## config.mk

```make
export PLATFORM = sky130hd
export DESIGN_NAME = sphere_triangle_index_sequencer
export DESIGN_NICKNAME = d
export VERILOG_FILES = /design/src/rtl/core/sts_pkg.sv /design/src/rtl/core/sphere_triangle_index_sequencer.sv
export SDC_FILE = /design/constraint.sdc
export NUM_CORES = 1
export LEC_CHECK = 0
export BUFFER_PORTS_ARGS = -buffer_cell sky130_fd_sc_hd__buf_2
export CAP_MARGIN = 20
export CELL_PAD_IN_SITES_DETAIL_PLACEMENT = 1
export CELL_PAD_IN_SITES_GLOBAL_PLACEMENT = 1
export CORE_MARGIN = 1
export CORE_UTILIZATION = 46
export CTS_CLUSTER_SIZE = 24
export DETAILED_ROUTE_END_ITERATION = 10
export GPL_TIMING_DRIVEN = 0
export PLACE_DENSITY = 0.82
export SYNTH_ARGS = -nofsm -noshare
export SYNTH_HDL_FRONTEND = slang
export SYNTH_SLANG_ARGS = --single-unit
```

## constraint.sdc

```tcl
create_clock -name clock -period 11.43 [get_ports clock]
set_input_delay 0.5715 -clock clock [delete_from_list [all_inputs] [get_ports clock]]
set_output_delay 0.5715 -clock clock [all_outputs]
set_load 0.05 [all_outputs]
```

## src/rtl/core/sts_pkg.sv

```systemverilog
// Shared constants for the sphere triangle index sequencer.
package sts_pkg;

   localparam int MAX_RINGS_DEF    = 256;
   localparam int MAX_SEGMENTS_DEF = 256;

   localparam int CFG_W    = 9;   // width of ring_count / segment_count
   localparam int IDX_W    = 17;  // vertex index and triangle number width
   localparam int CSR_ADDR_W = 1;

   localparam int REQ_DATA_W = 8;  // restart, padded to a byte
   localparam int RSP_DATA_W = 72; // 4 x 17 bits, padded to whole bytes

   // register indexes
   localparam logic [CSR_ADDR_W-1:0] CSR_RING_COUNT    = 1'd0;
   localparam logic [CSR_ADDR_W-1:0] CSR_SEGMENT_COUNT = 1'd1;

   localparam logic [CFG_W-1:0] RING_COUNT_RST    = 9'd1;
   localparam logic [CFG_W-1:0] SEGMENT_COUNT_RST = 9'd3;

endpackage

```

## src/rtl/core/sphere_triangle_index_sequencer.sv

```systemverilog
// Top level: UV-sphere triangle index stream, one triangle per request.
//
//  channel | direction | payload (lowest bit first)                     | accept
//  req_    | in        | tdata: restart                                 | tvalid & tready
//  rsp_    | out       | tdata: vertex_a, vertex_b, vertex_c, tri num   | tvalid & tready
//          |           | tlast: last triangle of the mesh               |
//  csr_    | in        | wr_en, addr (0 ring_count, 1 segment_count)    | wr_en
//
// One request per cycle; the result shows up in the output register the
// cycle after the request is taken. The walk state and index math sit between
// the request handshake and that register, a few adds and compares deep.
// req_tready is high while the output register is empty or being drained, so
// requests keep flowing as long as rsp_tready is high.
// Synchronous reset returns the walk to the first triangle with ring_count 1,
// segment_count 3; a csr write to either register also restarts the walk.
module sphere_triangle_index_sequencer
   import sts_pkg::*;
#(
   parameter int MAX_RINGS    = MAX_RINGS_DEF,
   parameter int MAX_SEGMENTS = MAX_SEGMENTS_DEF
) (
   input  logic                  clock,
   input  logic                  reset,
   // request channel
   input  logic                  req_tvalid,
   output logic                  req_tready,
   input  logic [REQ_DATA_W-1:0] req_tdata,   // [0] restart, rest zero
   // result channel
   output logic                  rsp_tvalid,
   input  logic                  rsp_tready,
   output logic [RSP_DATA_W-1:0] rsp_tdata,   // [16:0] vertex_a, [33:17] vertex_b,
                                              // [50:34] vertex_c,
                                              // [67:51] triangle_number, rest zero
   output logic                  rsp_tlast,   // last triangle of the mesh
   // configuration
   input  logic                  csr_wr_en,
   input  logic [CSR_ADDR_W-1:0] csr_addr,
   input  logic [CFG_W-1:0]      csr_wr_data
);

   localparam int RW = $clog2(MAX_RINGS + 1);
   localparam int CW = $clog2(MAX_SEGMENTS + 1);

   // walk sections
   localparam logic [1:0] SEC_TOP    = 2'd0;
   localparam logic [1:0] SEC_RINGS  = 2'd1;
   localparam logic [1:0] SEC_BOTTOM = 2'd2;

   logic [CFG_W-1:0] ring_count_ff, segment_count_ff;
   logic [1:0]       section_ff, section_in;
   logic [RW-1:0]    ring_index_ff, ring_index_in;
   logic [CW-1:0]    column_ff, column_in;
   logic             second_half_ff, second_half_in;
   logic [IDX_W-1:0] ring_base_ff, ring_base_in;
   logic [IDX_W-1:0] tri_count_ff, tri_count_in;

   logic             rsp_valid_ff;
   logic [IDX_W-1:0] vertex_a_ff, vertex_b_ff, vertex_c_ff, tri_num_ff;
   logic             last_ff;

   logic             req_accept, restart, cfg_hit;
   logic [CFG_W-1:0] l_eff, m_eff;
   logic [IDX_W-1:0] m_x;

   // walk position after an optional restart
   logic [1:0]       sec;
   logic [RW-1:0]    ring_index;
   logic [CW-1:0]    col, col1, col_next;
   logic             half;
   logic [IDX_W-1:0] base, tri_count;
   logic             col_wrap;

   logic [IDX_W-1:0] vertex_a, vertex_b, vertex_c;
   logic             fin;

   assign req_tready = !rsp_valid_ff || rsp_tready;
   assign req_accept = req_tvalid && req_tready;
   assign restart    = req_tdata[0];
   assign cfg_hit    = csr_wr_en &&
                       (csr_addr == CSR_RING_COUNT || csr_addr == CSR_SEGMENT_COUNT);

   // clamp registers into their legal ranges
   always_comb begin
      l_eff = ring_count_ff;
      if (ring_count_ff == '0)
         l_eff = CFG_W'(1);
      else if (ring_count_ff > MAX_RINGS)
         l_eff = CFG_W'(MAX_RINGS);
      m_eff = segment_count_ff;
      if (segment_count_ff < 3)
         m_eff = CFG_W'(3);
      else if (segment_count_ff > MAX_SEGMENTS)
         m_eff = CFG_W'(MAX_SEGMENTS);
   end
   assign m_x = IDX_W'(m_eff);

   // index math for the current triangle
   always_comb begin
      sec        = restart ? SEC_TOP : section_ff;
      ring_index = restart ? '0 : ring_index_ff;
      half       = restart ? 1'b0 : second_half_ff;
      base       = restart ? IDX_W'(1) : ring_base_ff;
      tri_count  = restart ? '0 : tri_count_ff;
      col        = restart ? '0 : column_ff;
      if (col >= m_eff)
         col = '0;
      col_next = col + CW'(1);
      col_wrap = (col_next == m_eff);
      col1     = col_wrap ? '0 : col_next;

      fin = 1'b0;
      case (sec)
         SEC_RINGS: begin
            vertex_a = base + m_x + IDX_W'(col);
            if (!half) begin
               vertex_b = base + IDX_W'(col);
               vertex_c = base + IDX_W'(col1);
            end else begin
               vertex_b = base + IDX_W'(col1);
               vertex_c = base + m_x + IDX_W'(col1);
            end
         end
         SEC_BOTTOM: begin
            // ring_base points at the last ring here, so N-1 = base + M
            vertex_a = base + IDX_W'(col1);
            vertex_b = base + m_x;
            vertex_c = base + IDX_W'(col);
            fin      = col_wrap;
         end
         default: begin
            vertex_a = IDX_W'(col1) + IDX_W'(1);
            vertex_b = IDX_W'(col) + IDX_W'(1);
            vertex_c = '0;
         end
      endcase
   end

   // next walk position
   always_comb begin
      section_in     = sec;
      ring_index_in  = ring_index;
      column_in      = col_next;
      second_half_in = half;
      ring_base_in   = base;
      tri_count_in   = tri_count + IDX_W'(1);
      case (sec)
         SEC_RINGS: begin
            if (!half) begin
               second_half_in = 1'b1;
               column_in      = col;
            end else begin
               second_half_in = 1'b0;
               if (col_wrap) begin
                  column_in     = '0;
                  ring_index_in = ring_index + RW'(1);
                  ring_base_in  = base + m_x;
                  if (IDX_W'(ring_index_in) >= IDX_W'(l_eff) - IDX_W'(1))
                     section_in = SEC_BOTTOM;
               end
            end
         end
         SEC_BOTTOM: begin
            if (fin) begin
               section_in     = SEC_TOP;
               ring_index_in  = '0;
               column_in      = '0;
               second_half_in = 1'b0;
               ring_base_in   = IDX_W'(1);
               tri_count_in   = '0;
            end
         end
         default: begin
            if (col_wrap) begin
               column_in      = '0;
               ring_index_in  = '0;
               second_half_in = 1'b0;
               ring_base_in   = IDX_W'(1);
               section_in     = (l_eff > 1) ? SEC_RINGS : SEC_BOTTOM;
            end
         end
      endcase
   end

   // configuration and walk state
   always_ff @(posedge clock) begin
      if (reset) begin
         ring_count_ff    <= RING_COUNT_RST;
         segment_count_ff <= SEGMENT_COUNT_RST;
         section_ff       <= SEC_TOP;
         ring_index_ff    <= '0;
         column_ff        <= '0;
         second_half_ff   <= 1'b0;
         ring_base_ff     <= IDX_W'(1);
         tri_count_ff     <= '0;
      end else if (cfg_hit) begin
         if (csr_addr == CSR_RING_COUNT)
            ring_count_ff <= csr_wr_data;
         else
            segment_count_ff <= csr_wr_data;
         section_ff     <= SEC_TOP;
         ring_index_ff  <= '0;
         column_ff      <= '0;
         second_half_ff <= 1'b0;
         ring_base_ff   <= IDX_W'(1);
         tri_count_ff   <= '0;
      end else if (req_accept) begin
         section_ff     <= section_in;
         ring_index_ff  <= ring_index_in;
         column_ff      <= column_in;
         second_half_ff <= second_half_in;
         ring_base_ff   <= ring_base_in;
         tri_count_ff   <= tri_count_in;
      end
   end

   // output register
   always_ff @(posedge clock) begin
      if (reset)
         rsp_valid_ff <= 1'b0;
      else if (req_accept)
         rsp_valid_ff <= 1'b1;
      else if (rsp_tready)
         rsp_valid_ff <= 1'b0;
   end

   always_ff @(posedge clock) begin
      if (req_accept) begin
         vertex_a_ff <= vertex_a;
         vertex_b_ff <= vertex_b;
         vertex_c_ff <= vertex_c;
         tri_num_ff  <= tri_count;
         last_ff     <= fin;
      end
   end

   assign rsp_tvalid = rsp_valid_ff;
   assign rsp_tlast  = last_ff;
   assign rsp_tdata  = {(RSP_DATA_W - 4*IDX_W)'(0),
                        tri_num_ff, vertex_c_ff, vertex_b_ff, vertex_a_ff};

   // a last triangle leaves the walk parked at its start
   a_last_parks: assert property (@(posedge clock) disable iff (reset)
      rsp_valid_ff && last_ff |-> section_ff == SEC_TOP && tri_count_ff == '0)
      else $error("walk not restarted after last triangle");

   // a restart request yields triangle zero
   a_restart_zero: assert property (@(posedge clock) disable iff (reset)
      req_accept && restart |=> tri_num_ff == '0 && vertex_c_ff == '0)
      else $error("restart did not emit the first triangle");

   // column stays inside the ring
   a_column_range: assert property (@(posedge clock) disable iff (reset)
      column_ff < m_eff)
      else $error("column index out of range");

   // ring pairs only exist with more than one ring
   a_rings_need_pair: assert property (@(posedge clock) disable iff (reset)
      section_ff == SEC_RINGS |-> l_eff > 1)
      else $error("ring section with a single ring");

endmodule

```

==> results of run 1 <==
power breakdown:
part           leakage, nW  switching [mW]  internal, mW  total (mW)
logic                 3.41           0.153        0.0563       0.210
registers             1.29         0.00751         0.552       0.560
clock network        0.292           0.289         0.298       0.587
sequential cells by signal, indices dropped and copies added, names as in the netlist, 17 cells and up:
signal	flops
vertex_a_ff	17
tri_count_ff	17
vertex_b_ff	17
ring_base_ff	17
vertex_c_ff	17
tri_num_ff	17
metrics by stage:
stage / instances / setup TNS (ps) / utilization [%] / instance area (sq um) / hold slack, ps
floorplan: 1384 / 0 / - / 11100 / 428
global placement: 1789 / -14960 / 50.7 / 12000 / 436
detailed placement: 1790 / -20280 / 50.8 / 12000 / 451
CTS: 1822 / 0 / 53.4 / 12600 / 352
global route: 1821 / 0 / 53.4 / 12600 / 374
finish: 1821 / 0 / 53.4 / 12600 / 353
placed cells by master (no fill, tap or decap), drive strengths merged, types with 6 or more instances in the layout:
cell / n
a211o: 7
a211oi: 10
a21o: 27
a21oi: 104
a221oi: 7
a22o: 7
a22oi: 45
a31oi: 15
a32oi: 6
and2: 10
and3: 26
buf: 97
clkbuf: 84
clkinv: 10
dfxtp: 74
edfxtp: 69
ha: 66
inv: 54
mux2i: 9
nand2: 154
nand2b: 18
nand3: 32
nand3b: 15
nand4: 10
nor2: 136
nor2b: 41
nor3: 47
nor4: 15
o211ai: 8
o21a: 14
o21ai: 73
o221ai: 6
o22ai: 16
o31ai: 8
or2: 10
or3: 6
xnor2: 63
xor2: 29
per-layer routing:
metal  vias to the layer above  wire length [microns]
met4                         0                   1310
met2                       526                  19700
met5                         -                      0
li1                       5268                      -
met1                      5703                  17800
met3                       100                   3120
worst max path at each step:
stage	endpoint	slack, ps
5_1_grt	vertex_c_ff[12]$_DFFE_PP_	330
6_report	vertex_a_ff[10]$_DFFE_PP_	600
3_3_place_gp	vertex_c_ff[7]$_DFFE_PP_	-640
4_1_cts	vertex_a_ff[10]$_DFFE_PP_	220
3_5_place_dp	vertex_a_ff[10]$_DFFE_PP_	-810
2_1_floorplan	vertex_c_ff[7]$_DFFE_PP_	2990
cell families (layout without fill, tap and decap cells):
kind of cell	count (synthesis)	after routing	share of synthesized area [%]
simple gates	536	536	23.3
buf+inv	129	247	4.59
xor+xnor	92	92	7.24
other cells	1	4	0.0337
mux	11	11	1.01
fa+ha+maj	73	73	8.43
compound gates	396	396	23.5
flops	143	143	31.9
tightest hold or removal path: stages:
cell      delay, ps
buf_2            90
nand2_1          40
nand3b_1         70
area by class of cell:
| cell class | count | share of cell area, % |
|---|---|---|
| Timing Repair Buffer | 87 | 3.63 |
| Clock buffer | 17 | 3.37 |
| Multi-Input combinational cell | 1112 | 56.1 |
| Tap cell | 319 | 3.16 |
| Clock inverter | 15 | 1.50 |
| Sequential cell | 143 | 28.2 |
| Buffer | 77 | 2.56 |
| Inverter | 51 | 1.54 |
cells in the mapped netlist (16+ instances only):
| cell type | n |
|---|---|
| a21o_1 | 27 |
| nand2_1 | 154 |
| dfxtp_1 | 74 |
| nor2b_1 | 41 |
| xnor2_1 | 63 |
| nor3_1 | 47 |
| a21oi_1 | 104 |
| nand3_1 | 32 |
| inv_1 | 46 |
| o22ai_1 | 16 |
| clkbuf_1 | 67 |
| and3_1 | 26 |
| nor2_1 | 136 |
| xor2_1 | 29 |
| nand2b_1 | 18 |
| edfxtp_1 | 69 |
| a22oi_1 | 45 |
| o21ai_0 | 71 |
| ha_1 | 66 |
repair_timing:
item                       4_1_cts  5_1_grt
setup endpoints to repair       28       21
pin swaps                        0        0
cloned                           0        0
gates resized for setup          3        3
==> results.sh, run 1 <==
export IMPL_run_status="finished clean"
export IMPL_cts_sinks=143
export IMPL_wl_per_cell_microns=23.0
export IMPL_grt_first_pass_wirelength_mm=64.3
export IMPL_hpwl_mm=31.4
export IMPL_cap_violations=0
export IMPL_gp_congestion=0.961
export IMPL_drt_initial_drc_count=991
export IMPL_ys_seq_area_share_pct=31.9
export IMPL_r2r_end="vertex_a_ff[10]$_DFFE_PP_"
export IMPL_synth_cell_types=82
export IMPL_critPathSlowestCell="clkbuf_1"
export IMPL_post_cts_buffers=0
export IMPL_synth_edf_count=69
export IMPL_reg2reg_from="segment_count_ff[3]$_SDFFE_PP0P_"
export IMPL_cp_startpoint="req_tdata[0]"
export IMPL_hp_class="in -> reg"
export IMPL_cp_required_ps=11650
export IMPL_drtPass1Iterations=5
export IMPL_die_w_microns=158
export IMPL_yosysTopAreaCellShare_pct=18.6
export IMPL_gr_total_overflow=0
export IMPL_synth_cells=1381
export IMPL_setup_viol=0
export IMPL_io_buffers=86
export IMPL_path_max_fanout=19
export IMPL_ys_seq_elements=143
export IMPL_worstMarginPinSlew_ps=1120
export IMPL_multi_input_area_sq_mm=0.00707
export IMPL_worstPathArrival_ps=11050
export IMPL_grt_pass1_vias=11500
export IMPL_cts_made_buffers=17
export IMPL_fin_crit_sh_pct=94.7
export IMPL_cts_tree="yes"
export IMPL_yosys_most_used_dff="dfxtp_1"
export IMPL_use_met3_pct=5.75
export IMPL_syn_area_sq_mm=0.0111
export IMPL_ys_async_sr_fraction_pct=0
export IMPL_max_freq_ghz=0.0923
export IMPL_postCtsHoldBufs=0
export IMPL_final_hold_viol_count=0
export IMPL_startpoint_type="primary input"
export IMPL_fin_skew_ps=11.2
export IMPL_peakVddDrop_uv=90.9
export IMPL_met2_usage_pct=57.0
export IMPL_worstSkewPairLatency_ps=450
export IMPL_die_h_microns=158
export IMPL_register_area_sq_mm=0.00355
export IMPL_critPathMostFrequentCell="ha_1"
export IMPL_setup_slack_ps=602
export IMPL_worstHoldStart="csr_wr_data[1]"
export IMPL_vias_per_cell=6.37
export IMPL_row_count=56
export IMPL_drc=0
export IMPL_critical_path_endpoint_type="flip-flop"
export IMPL_crit_cells=37
export IMPL_coreArea_sq_mm=0.0236
export IMPL_start_util_pct=47.1
export IMPL_met1_usage_pct=44.0
export IMPL_p_leak_nw=4.99
export IMPL_whs_endpoint="segment_count_ff[1]$_SDFFE_PP1P_"
export IMPL_power_mw=1.36
export IMPL_htree_levels=4
export IMPL_grt_max_degree=50
export IMPL_drive_above_1_share_pct=9.99
export IMPL_rr_worst_depth=35
export IMPL_relSlewSlack_pct=24.2
export IMPL_critPathKind="in -> reg"
export IMPL_crit_family="buffers and inverters"
export IMPL_detail_route_wirelength_mm=41.9
export IMPL_antenna_found_initial=0
export IMPL_grt_busiest_layer="met2"
export IMPL_die_area_sq_mm=0.0248
export IMPL_ys_warn_count=0
export IMPL_num_antenna_cells=0
export IMPL_final_nets=1582
export IMPL_n_fill_cell=2991
export IMPL_io_pin_count=98
export IMPL_num_vias=11600
export IMPL_cpPeakStageDelay_ps=570
export IMPL_cts_clk_slew_worst_paths_ps=80
export IMPL_rsz0062_at_grt="false"
export IMPL_power_density_mw_per_mm2=108
export IMPL_cp_buffers_inverters=11
export IMPL_synth_top_cell_by_area="edfxtp_1"
export IMPL_ant_nets=0
export IMPL_pre_cts_slack_ps=-815
export IMPL_min_path_cells=3
export IMPL_grtUsageTotal_pct=34.3
export IMPL_period_minus_slack_ps=10830
export IMPL_synth_area_per_cell_sq_um=8.05
export IMPL_r2r_setup_slack_ps=1540
export IMPL_maxSlewViolCount=0
export IMPL_synth_area_leaders="edfxtp_1 19%, dfxtp_1 13%, ha_1 7.4%, nand2_1 5.2%, xnor2_1 5.0%"
export IMPL_cts_root_buf="clkbuf_16"
export IMPL_area_growth_pct=13.4
export IMPL_max_clock_path_buffers=2
Note: power is estimated with default switching activity, not from simulation.
==> inputs of run 2 (changes only) <==
--- a/config.mk
+++ b/config.mk
@@ -9,12 +9,14 @@
 export CAP_MARGIN = 20
 export CELL_PAD_IN_SITES_DETAIL_PLACEMENT = 1
 export CELL_PAD_IN_SITES_GLOBAL_PLACEMENT = 1
-export CORE_MARGIN = 1
+export CORE_MARGIN = 2
 export CORE_UTILIZATION = 46
 export CTS_CLUSTER_SIZE = 24
 export DETAILED_ROUTE_END_ITERATION = 10
 export GPL_TIMING_DRIVEN = 0
+export MAX_ROUTING_LAYER = met4
 export PLACE_DENSITY = 0.82
+export SLEW_MARGIN = 30
 export SYNTH_ARGS = -nofsm -noshare
 export SYNTH_HDL_FRONTEND = slang
 export SYNTH_SLANG_ARGS = --single-unit
==> run 2 against run 1 <==
  * Die area is 2.6% higher
  * Worst setup slack better by 120 ps
  * Routed wire length grew 0.88%
  * Critical path type unchanged
  * Largest cell class unchanged
  * Highest routed layer unchanged
==> results.sh, run 2 (synthesis gave the netlist of run 1 again) <==
export IMPL_run_status="finished clean"
export IMPL_die_h_microns=160
export IMPL_critical_path_endpoint_type="flip-flop"
export IMPL_fin_setup_tns_ps=0
export IMPL_final_hold_viol_count=0
export IMPL_grtUsageTotal_pct=33.8
export IMPL_fin_skew_ps=12.0
export IMPL_drive_above_1_share_pct=10.2
export IMPL_p_leak_nw=5.00
export IMPL_postCtsHoldBufs=0
export IMPL_num_vias=11600
export IMPL_grt_pass1_vias=11600
export IMPL_cts_sinks=143
export IMPL_num_antenna_cells=0
export IMPL_row_count=56
export IMPL_gr_total_overflow=0
export IMPL_drt_initial_drc_count=988
export IMPL_placed_area_sq_mm=0.0120
export IMPL_rsz0062_at_grt="false"
export IMPL_io_buffers=86
export IMPL_die_w_microns=160
export IMPL_critPathKind="in -> reg"
export IMPL_cp_startpoint="req_tdata[0]"
export IMPL_die_area_sq_mm=0.0254
export IMPL_drc=0
export IMPL_cts_repair_resized=2
export IMPL_worstSkewPairLatency_ps=460
export IMPL_max_freq_ghz=0.0934
export IMPL_coreArea_sq_mm=0.0236
export IMPL_relSlewSlack_pct=39.0
export IMPL_final_nets=1582
export IMPL_setup_slack_ps=718
export IMPL_stdcell_area_sq_mm=0.0126
export IMPL_peakVddDrop_uv=90.9
export IMPL_cts_clk_slew_worst_paths_ps=70
export IMPL_cts_root_buf="clkbuf_16"
export IMPL_worstPathArrival_ps=10930
export IMPL_vias_per_cell=6.35
export IMPL_hpwl_mm=32.1
export IMPL_max_clock_path_buffers=2
export IMPL_multi_input_area_sq_mm=0.00709
export IMPL_fin_crit_sh_pct=93.7
export IMPL_n_fill_cell=2953
export IMPL_io_pin_count=98
export IMPL_setup_viol=0
export IMPL_area_growth_pct=13.5
export IMPL_final_common_cell="nand2_1"
export IMPL_period_minus_slack_ps=10710
export IMPL_ant_nets=0
export IMPL_drtPass1Iterations=5
export IMPL_post_cts_buffers=0
export IMPL_worstHoldStart="csr_wr_data[1]"
export IMPL_antenna_found_initial=0
export IMPL_cp_required_ps=11650
export IMPL_critPathMostFrequentCell="ha_1"
export IMPL_reg2reg_from="segment_count_ff[3]$_SDFFE_PP0P_"
export IMPL_htree_levels=4
export IMPL_detail_route_wirelength_mm=42.3
export IMPL_startpoint_type="primary input"
export IMPL_cts_made_buffers=17
export IMPL_power_density_mw_per_mm2=107
export IMPL_cpPeakStageDelay_ps=570
export IMPL_start_util_pct=47.1
export IMPL_layout_common_cells="154 x nand2_1, 136 x nor2_1, 104 x a21oi_1"
export IMPL_critPathSlowestCell="clkbuf_2"
export IMPL_power_mw=1.36
export IMPL_grt_first_pass_wirelength_mm=65.1
export IMPL_pre_cts_slack_ps=-788
export IMPL_grt_max_degree=51
export IMPL_path_max_fanout=19
export IMPL_register_area_sq_mm=0.00355
export IMPL_maxSlewViolCount=0
export IMPL_wl_per_cell_microns=23.2
export IMPL_gp_congestion=0.976
export IMPL_worstMarginPinSlew_ps=908
export IMPL_hp_class="in -> reg"
export IMPL_cap_violations=0
export IMPL_cts_tree="yes"
[run 2: cell count changes in the layout (fill, tap and decap cells not counted), sizes merged]
cell	previous run	this run
clkinv	10	12
inv	54	53
clkinvlp	2	1
[run 2: per-stage QoR]
stage	hold slack [ps]	std cells	utilization (%)
floorplan	428	1384	-
global placement	437	1789	50.7
detailed placement	456	1790	50.8
CTS	356	1822	53.4
global route	383	1821	53.5
finish	354	1821	53.5
[run 2: final timing paths]
path                                      end  slack (ps)  depth (start not counted)
min reg2reg        section_ff[0]$_SDFFE_PP0P_         470                          2
max reg2reg         vertex_a_ff[10]$_DFFE_PP_        1600                         35
min          segment_count_ff[1]$_SDFFE_PP1P_         350                          3
max                 vertex_a_ff[10]$_DFFE_PP_         720                         37
[run 2: layout make-up]
type | count | area share (%)
multi-input cells | 1112 | 56.1
flip-flops and latches | 143 | 28.1
repair buffers | 87 | 3.63
clock buffers | 17 | 3.37
well taps | 319 | 3.16
plain buffers | 77 | 2.56
inverters | 51 | 1.54
clock inverters | 15 | 1.51
[run 2: metal layers]
layer	global-route usage, %	up-vias	share of wire (%)
met2	53.0	531	46
met4	15.5	0	4.0
met1	43.3	5635	43
li1	-	5273	-
met3	4.85	121	7.2
met5	-	-	0
[run 2: worst max-delay path: cells and delay by family]
family                     cells  cell delay [ps]
and+or+nand+nor                8             1760
AOI/OAI and AO/OA             11             2890
adders and majority gates      5             1440
buffers and inverters         11             3880
xor gates and xnor gates       2              330
[run 2: where the power goes]
group | internal [mW] | switching [mW] | leakage (nW)
Clock | 0.297 | 0.291 | 0.294
Combinational | 0.0564 | 0.153 | 3.42
Sequential | 0.552 | 0.00741 | 1.29
Total | 0.906 | 0.452 | 5.00
